## config.mk

```make
export PLATFORM = sky130hd
export DESIGN_NAME = swd_host_line_engine
export DESIGN_NICKNAME = d
export VERILOG_FILES = /design/src/swdh_pkg.sv /design/src/swdh_core.sv /design/src/swd_host_line_engine.sv
export SDC_FILE = /design/constraint.sdc
export NUM_CORES = 1
export LEC_CHECK = 0
export BUFFER_PORTS_ARGS = -buffer_cell sky130_fd_sc_hd__clkbuf_2
export CAP_MARGIN = 0
export CORE_ASPECT_RATIO = 0.75
export CORE_MARGIN = 2
export CORE_UTILIZATION = 50
export CTS_CLUSTER_SIZE = 28
export DETAILED_ROUTE_END_ITERATION = 8
export HOLD_SLACK_MARGIN = 0.02
export PLACE_DENSITY = 0.73
export SYNTH_ARGS = -nofsm -noshare
export SYNTH_HDL_FRONTEND = slang
export SYNTH_SLANG_ARGS = --single-unit
```

## constraint.sdc

```tcl
create_clock -name i_clk -period 6.6 [get_ports i_clk]
set_clock_uncertainty 0.05 [all_clocks]
set_input_delay 0.99 -clock i_clk [delete_from_list [all_inputs] [get_ports i_clk]]
set_output_delay 0.99 -clock i_clk [all_outputs]
set_load 0.1 [all_outputs]
```

## src/swdh_pkg.sv

```systemverilog
`timescale 1ns / 1ps
// ----------------------------------------------------------------------------
// swdh_pkg
// Types and codes shared by the SWD host line engine.
// ----------------------------------------------------------------------------
`default_nettype none

package swdh_pkg;

    localparam int DATA_WIDTH = 32;
    localparam int SEQ_IN_BITS = 64;

    localparam logic [1:0] FUNC_XFER = 2'd0;
    localparam logic [1:0] FUNC_SEQ  = 2'd1;
    localparam logic [1:0] FUNC_TICK = 2'd2;

    localparam logic [2:0] ACK_OK    = 3'b001;
    localparam logic [2:0] ACK_WAIT  = 3'b010;
    localparam logic [2:0] ACK_FAULT = 3'b100;

    localparam logic [2:0] ST_OK     = 3'd0;
    localparam logic [2:0] ST_WAIT   = 3'd1;
    localparam logic [2:0] ST_FAULT  = 3'd2;
    localparam logic [2:0] ST_BADACK = 3'd3;
    localparam logic [2:0] ST_PARITY = 3'd4;

    localparam int REQ_BITS = 8;
    localparam int ACK_BITS = 3;

    typedef enum logic [2:0] {
        PH_IDLE,
        PH_REQ,
        PH_TURN1,
        PH_ACK,
        PH_DATA,
        PH_TURN2,
        PH_SEQ
    } t_phase;

    typedef struct packed {
        logic [1:0]             func;
        logic [3:0]             request;
        logic [SEQ_IN_BITS-1:0] seq_bits;
        logic [6:0]             seq_length;
        logic                   swdio_in;
    } t_in;

    typedef struct packed {
        logic                  swclk;
        logic                  swdio_out;
        logic                  swdio_oe;
        logic                  busy_res;
        logic                  done_res;
        logic [2:0]            status;
        logic [2:0]            raw_ack;
        logic [DATA_WIDTH-1:0] read_data;
    } t_out;

endpackage

`default_nettype wire

```

## src/swdh_core.sv

```systemverilog
`timescale 1ns / 1ps
// ----------------------------------------------------------------------------
// swdh_core
// Line state and per-word step logic: one result word per accepted word.
// ----------------------------------------------------------------------------
`default_nettype none

module swdh_core #(
    parameter int SEQ_MAX_BITS = 64
) (
    input  wire logic          i_clk,
    input  wire logic          i_rst_n,
    input  wire logic          i_step,
    input  wire swdh_pkg::t_in i_item,
    output swdh_pkg::t_out     o_res
);
    import swdh_pkg::*;

    localparam int SEQ_CW = $clog2(SEQ_MAX_BITS + 1);
    localparam int DAT_CW = $clog2(DATA_WIDTH + 2);
    localparam int CW     = (SEQ_CW > DAT_CW) ? SEQ_CW : DAT_CW;

    t_phase                  r_phase, n_phase;
    logic [CW-1:0]           r_cnt, n_cnt;
    logic                    r_clk, n_clk;
    logic [SEQ_MAX_BITS-1:0] r_shift, n_shift;
    logic [2:0]              r_ack, n_ack;
    logic [DATA_WIDTH-1:0]   r_data, n_data;
    logic                    r_par, n_par;

    logic                    req_par;
    logic                    sdi;
    logic                    line_in;

    always_ff @(posedge i_clk) begin
        if (!i_rst_n) begin
            r_phase <= PH_IDLE;
            r_cnt   <= '0;
            r_clk   <= 1'b1;
            r_shift <= '0;
            r_ack   <= '0;
            r_data  <= '0;
            r_par   <= 1'b0;
        end else if (i_step) begin
            r_phase <= n_phase;
            r_cnt   <= n_cnt;
            r_clk   <= n_clk;
            r_shift <= n_shift;
            r_ack   <= n_ack;
            r_data  <= n_data;
            r_par   <= n_par;
        end
    end

    always_comb begin
        req_par = ^i_item.request;
        sdi     = i_item.swdio_in;
        line_in = (r_phase == PH_TURN1) || (r_phase == PH_ACK) ||
                  (r_phase == PH_DATA) || (r_phase == PH_TURN2);

        n_phase = r_phase;
        n_cnt   = r_cnt;
        n_clk   = r_clk;
        n_shift = r_shift;
        n_ack   = r_ack;
        n_data  = r_data;
        n_par   = r_par;

        o_res           = '0;
        o_res.swclk     = 1'b1;
        o_res.swdio_out = 1'b1;
        o_res.swdio_oe  = 1'b1;

        if (i_item.func == FUNC_XFER || i_item.func == FUNC_SEQ) begin
            n_clk          = 1'b1;
            n_ack          = '0;
            n_data         = '0;
            n_par          = 1'b0;
            o_res.busy_res = 1'b1;
            if (i_item.func == FUNC_XFER) begin
                // start, request, parity, stop 0, park 1
                n_shift = SEQ_MAX_BITS'({1'b1, 1'b0, req_par, i_item.request, 1'b1});
                n_cnt   = '0;
                n_phase = PH_REQ;
            end else begin
                n_shift = i_item.seq_bits[SEQ_MAX_BITS-1:0];
                n_cnt   = (i_item.seq_length > 7'(SEQ_MAX_BITS)) ?
                          CW'(SEQ_MAX_BITS) : CW'(i_item.seq_length);
                n_phase = PH_SEQ;
            end
        end else if (i_item.func != FUNC_TICK || r_phase == PH_IDLE) begin
            o_res.swclk     = r_clk;
            o_res.swdio_oe  = !line_in;
            o_res.busy_res  = (r_phase != PH_IDLE);
            o_res.swdio_out = ((r_phase == PH_REQ || r_phase == PH_SEQ) && !r_clk) ?
                              r_shift[0] : 1'b1;
        end else if (r_phase == PH_SEQ && r_cnt == '0) begin
            n_phase        = PH_IDLE;
            n_clk          = 1'b1;
            o_res.done_res = 1'b1;
        end else if (r_clk) begin
            // low half: drive or sample
            n_clk          = 1'b0;
            o_res.swclk    = 1'b0;
            o_res.busy_res = 1'b1;
            o_res.swdio_oe = !line_in;
            case (r_phase)
                PH_REQ, PH_SEQ: begin
                    o_res.swdio_out = r_shift[0];
                end
                PH_ACK: begin
                    case (r_cnt[1:0])
                        2'd0:    n_ack[0] = r_ack[0] | sdi;
                        2'd1:    n_ack[1] = r_ack[1] | sdi;
                        2'd2:    n_ack[2] = r_ack[2] | sdi;
                        default: n_ack    = r_ack;
                    endcase
                end
                PH_DATA: begin
                    if (r_cnt < CW'(DATA_WIDTH)) begin
                        n_data = {sdi, r_data[DATA_WIDTH-1:1]};
                    end
                    n_par = r_par ^ sdi;
                end
                default: begin
                end
            endcase
        end else begin
            // high half: advance the bit
            n_clk          = 1'b1;
            o_res.busy_res = 1'b1;
            o_res.swdio_oe = !line_in;
            case (r_phase)
                PH_REQ: begin
                    o_res.swdio_out = r_shift[0];
                    n_shift = r_shift >> 1;
                    n_cnt   = r_cnt + CW'(1);
                    if (n_cnt >= CW'(REQ_BITS)) begin
                        n_cnt   = '0;
                        n_phase = PH_TURN1;
                    end
                end
                PH_SEQ: begin
                    o_res.swdio_out = r_shift[0];
                    n_shift = r_shift >> 1;
                    n_cnt   = r_cnt - CW'(1);
                    if (n_cnt == '0) begin
                        o_res.busy_res = 1'b0;
                        o_res.done_res = 1'b1;
                        n_phase        = PH_IDLE;
                    end
                end
                PH_TURN1: begin
                    n_cnt   = '0;
                    n_phase = PH_ACK;
                end
                PH_ACK: begin
                    n_cnt = r_cnt + CW'(1);
                    if (n_cnt >= CW'(ACK_BITS)) begin
                        n_cnt   = '0;
                        n_phase = (r_ack == ACK_OK) ? PH_DATA : PH_TURN2;
                    end
                end
                PH_DATA: begin
                    n_cnt = r_cnt + CW'(1);
                    if (n_cnt >= CW'(DATA_WIDTH + 1)) begin
                        n_cnt   = '0;
                        n_phase = PH_TURN2;
                    end
                end
                default: begin
                    o_res.busy_res = 1'b0;
                    o_res.done_res = 1'b1;
                    o_res.raw_ack  = r_ack;
                    if (r_ack == ACK_OK) begin
                        o_res.status    = r_par ? ST_PARITY : ST_OK;
                        o_res.read_data = r_data;
                    end else if (r_ack == ACK_WAIT) begin
                        o_res.status = ST_WAIT;
                    end else if (r_ack == ACK_FAULT) begin
                        o_res.status = ST_FAULT;
                    end else begin
                        o_res.status = ST_BADACK;
                    end
                    n_cnt   = '0;
                    n_phase = PH_IDLE;
                end
            endcase
        end
    end

endmodule

`default_nettype wire

```

## src/swd_host_line_engine.sv

```systemverilog
`timescale 1ns / 1ps
// ----------------------------------------------------------------------------
// swd_host_line_engine
// SWD host pin engine: read transfers and raw line sequences, one word per
// half period of SWCLK.
//
//   channel  | valid       | stall        | payload
//   ---------+-------------+--------------+-----------------------------
//   input    | i_in_valid  | o_in_stall   | i_in  (start or tick word)
//   output   | o_out_valid | i_out_stall  | o_out (line levels, result)
//
// Each accepted word yields one result word in the cycle after, held in the
// output register; a word can be taken every cycle while the output is not stalled.
// A stalled output register holds the input side off until it drains.
// Synchronous active-low reset: line idle (clock high), no result pending.
// ----------------------------------------------------------------------------
`default_nettype none

module swd_host_line_engine #(
    parameter int SEQ_MAX_BITS = 64
) (
    input  wire logic           i_clk,
    input  wire logic           i_rst_n,
    input  wire logic           i_in_valid,
    output logic                o_in_stall,
    input  wire swdh_pkg::t_in  i_in,
    output logic                o_out_valid,
    input  wire logic           i_out_stall,
    output swdh_pkg::t_out      o_out
);
    import swdh_pkg::*;

    logic r_out_valid;
    t_out r_out;
    t_out core_res;
    logic step;

    assign o_in_stall  = r_out_valid & i_out_stall;
    assign step        = i_in_valid & !o_in_stall;
    assign o_out_valid = r_out_valid;
    assign o_out       = r_out;

    swdh_core #(
        .SEQ_MAX_BITS(SEQ_MAX_BITS)
    ) u_core (
        .i_clk  (i_clk),
        .i_rst_n(i_rst_n),
        .i_step (step),
        .i_item (i_in),
        .o_res  (core_res)
    );

    always_ff @(posedge i_clk) begin
        if (!i_rst_n) begin
            r_out_valid <= 1'b0;
        end else if (step) begin
            r_out_valid <= 1'b1;
        end else if (!i_out_stall) begin
            r_out_valid <= 1'b0;
        end
    end

    always_ff @(posedge i_clk) begin
        if (step) begin
            r_out <= core_res;
        end
    end

endmodule

`default_nettype wire

```

==> results.sh <==
export IMPL_vdd_ir_drop_max_uv=194
export IMPL_power_share_clock_pct=43.3
export IMPL_grt_pass1_wl_um=25000
export IMPL_cts_tree="done"
export IMPL_avgSynthCellArea_sq_um=10.1
export IMPL_async_flop_share_pct=0
export IMPL_setup_viol=0
export IMPL_drv_slew=0
export IMPL_p_int_mw=1.65
export IMPL_p_leak_nw=3.08
export IMPL_reg2reg_from="u_core.r_cnt[0]$_SDFFE_PN0P_"
export IMPL_port_buffers=126
export IMPL_startpoint="u_core.r_cnt[0]$_SDFFE_PN0P_"
export IMPL_die_w_um=139
export IMPL_drive_gt1_share_pct=23.5
export IMPL_drc_errors=0
export IMPL_synth_seq_cells=155
export IMPL_ctsResizeCount=0
export IMPL_layout_commonest_cell="clkbuf_2"
export IMPL_numClockSinks=155
export IMPL_holdBufCountCts=0
export IMPL_p_switching_mw=0.627
export IMPL_start_util_pct=51.8
export IMPL_core_sq_um=13100
export IMPL_nFillCells=1073
export IMPL_period_share_pct=59.3
export IMPL_drt_total_wl_um=15200
export IMPL_comb_power_share_pct=11.4
export IMPL_num_io_pins=127
export IMPL_multiInputGateArea_sq_um=2860
export IMPL_gr_usage_all_layers_pct=20.9
export IMPL_slew_headroom_pct=17.9
export IMPL_num_vias=5529
export IMPL_cpPeakStageDelay_ns=1.11
export IMPL_worstSkewPairLatency_ns=0.42
export IMPL_cts_root_buf="clkbuf_16"
export IMPL_holdWs_ns=0.406
export IMPL_place_area_sq_um=7320
export IMPL_start_kind="flip-flop"
export IMPL_hold_viol_final=0
export IMPL_synthCells=676
export IMPL_required_ns=6.88
export IMPL_drt_vias_per_instance=5.81
export IMPL_synthesis_nets=763
export IMPL_crit_chain="inv_1 -> ha_1 -> nor4b_1 -> nand3_1 -> nand3_1 -> a21oi_2 -> o31a_2 -> o221ai_1 -> a21oi_1"
export IMPL_worstMarginPinSlew_ns=1.23
export IMPL_netlist_area_sq_um=6800
export IMPL_dr_pass1_iters=5
export IMPL_critPathKind="flip-flop to flip-flop"
export IMPL_synth_edf_count=43
export IMPL_cts_buffer_depth=2
export IMPL_outcome="complete, no violations"
export IMPL_grt_max_degree=77
export IMPL_fin_tns_setup_ns=0
export IMPL_synthFlopType="dfxtp_1"
export IMPL_yosys_warnings=0
export IMPL_core_rowCount=36
export IMPL_crit_slowest_cell="o31a_2"
export IMPL_critPathCaptureType="flip-flop"
export IMPL_wl_per_cell_um=16.0
export IMPL_final_cell_mix="126 x clkbuf_2, 112 x dfxtp_1, 84 x nor2_1"
export IMPL_dieArea_sq_um=14500
export IMPL_syn2layout_area_growth_pct=16.7
export IMPL_ant_nets=0
export IMPL_yosysSeqAreaShare_pct=52.0
export IMPL_antenna_diode_count=0
export IMPL_grt_overflow_total=0
export IMPL_crit_arrival_ns=4.19
export IMPL_globalplace_congestion=0.879
export IMPL_crit_top_cell="nand3_1"
export IMPL_swShare_pct=27.5
export IMPL_drv_cap=0
export IMPL_antenna_found_initial=1
export IMPL_post_cts_setup_buffer_count=0
export IMPL_hold_path_startpoint="u_core.r_shift[0]$_SDFFE_PN0P_"
export IMPL_register_area_sq_um=3530
export IMPL_fin_area_sq_um=7930
export IMPL_fmax_mhz=256
export IMPL_grt_pass1_vias=5122
export IMPL_hpwl_um=9980
export IMPL_nets=854
export IMPL_path_clk_slew_ns=0.06
export IMPL_drt_iter0_markers=391
export IMPL_rsz0062_at_grt="false"
export IMPL_htreeDepth=4
export IMPL_crit_path_max_fanout=64
export IMPL_p_seq_share_pct=45.3
export IMPL_yosysUniqueCellTypes=64
export IMPL_hp_class="flip-flop to flip-flop"
export IMPL_layout_min_cycle_time_ns=3.91
export IMPL_die_h_um=105
export IMPL_power_density_nw_per_um2=287
export IMPL_cts_buffers=17
power by group through the flow:
stage / logic [mW] / registers, mW / clock network, mW
finish: 0.259 / 1.03 / 0.986
global route: 0.278 / 1.03 / 1.04
CTS: 0.259 / 1.03 / 0.999
detailed placement: 0.258 / 1.05 / 0
global placement: 0.254 / 1.05 / 0
floorplan: 0.125 / 1.13 / 0
registers in the layout (all words and copies together) (netlist names):
register and cells:
u_core.r_clk 1, o_out 43, u_core.r_ack 3, u_core.r_phase 3, u_core.r_par 1, u_core.r_data 32
u_core.r_cnt 7, o_out_valid 1, u_core.r_shift 64
worst paths after layout:
check	cells after the start	to	slack [ns]
setup / recovery	9	u_core.r_shift[7]$_SDFFE_PN0P_	2.69
hold / removal	2	u_core.r_shift[0]$_SDFFE_PN0P_	0.41
setup reg to reg	9	u_core.r_shift[7]$_SDFFE_PN0P_	2.69
hold reg to reg	2	u_core.r_shift[0]$_SDFFE_PN0P_	0.41
cells in the mapped netlist (all sizes together) (4+ instances only):
library cell,n,share of area (%)
nand3,12,0.88
mux2i,5,0.74
o21ai,20,1.5
a22oi,4,0.44
o31ai,4,0.92
nor2,84,4.6
a21oi,23,1.9
a221oi,56,7.2
and2,35,3.2
nor3,62,4.6
dfxtp,112,33
edfxtp,43,19
nand2,38,2.1
buf,16,1.7
xor2,8,1.0
o211ai,5,0.55
ha,5,0.92
a22o,32,4.1
inv,10,0.55
clkbuf,42,3.6
xnor2,6,0.77
through the flow:
step / worst slack [ns] / total power [mW] / utilization, % / instances
final: 2.69 / 2.28 / 60.5 / 951
after global routing: 2.36 / 2.36 / 60.5 / 951
after CTS: 2.72 / 2.29 / 60.5 / 951
after detailed placement: 2.46 / 1.31 / 55.9 / 919
after global placement: 2.58 / 1.30 / 55.9 / 919
after floorplan: 3.83 / 1.25 / - / 676
final cells by class:
class / instances / share of cell area, %
multi-input combinational: 450 / 36.1
inverter: 12 / 0.568
clock buffer: 18 / 5.41
sequential: 155 / 44.6
tap: 171 / 2.70
timing repair buffer: 131 / 8.43
clock inverter: 14 / 2.21
worst max-delay path, delay by kind of cell, from the launching register on:
family	cells	cell delay, ns
AO/OA/AOI/OAI	4	2.21
adder cells (fa/ha/maj)	1	0.33
buffers and inverters	1	0.19
flip-flops	1	0.57
AND/OR/NAND/NOR	3	0.46
per-layer routing:
metal	GRT usage [%]	wire [um]	up-vias	part of all wire (%)
li1	-	-	2689	-
met1	28.6	6870	2609	45
met2	31.8	6930	205	46
met3	6.05	1140	24	7.5
met4	7.65	272	2	1.8
met5	0	13	-	0.085
cell families (layout without fill, tap and decap cells):
logic type	count (synthesis)	after routing	synth area share (%)
DFF	155	155	52.0
and+or+nand+nor	257	257	18.3
buffers and inverters	71	175	6.19
adders and majority gates	5	5	0.921
AOI/OAI and AO/OA	169	169	20.1
muxes	5	5	0.737
xor gates and xnor gates	14	14	1.80
No activity file was read; power rests on OpenSTA's default activity.
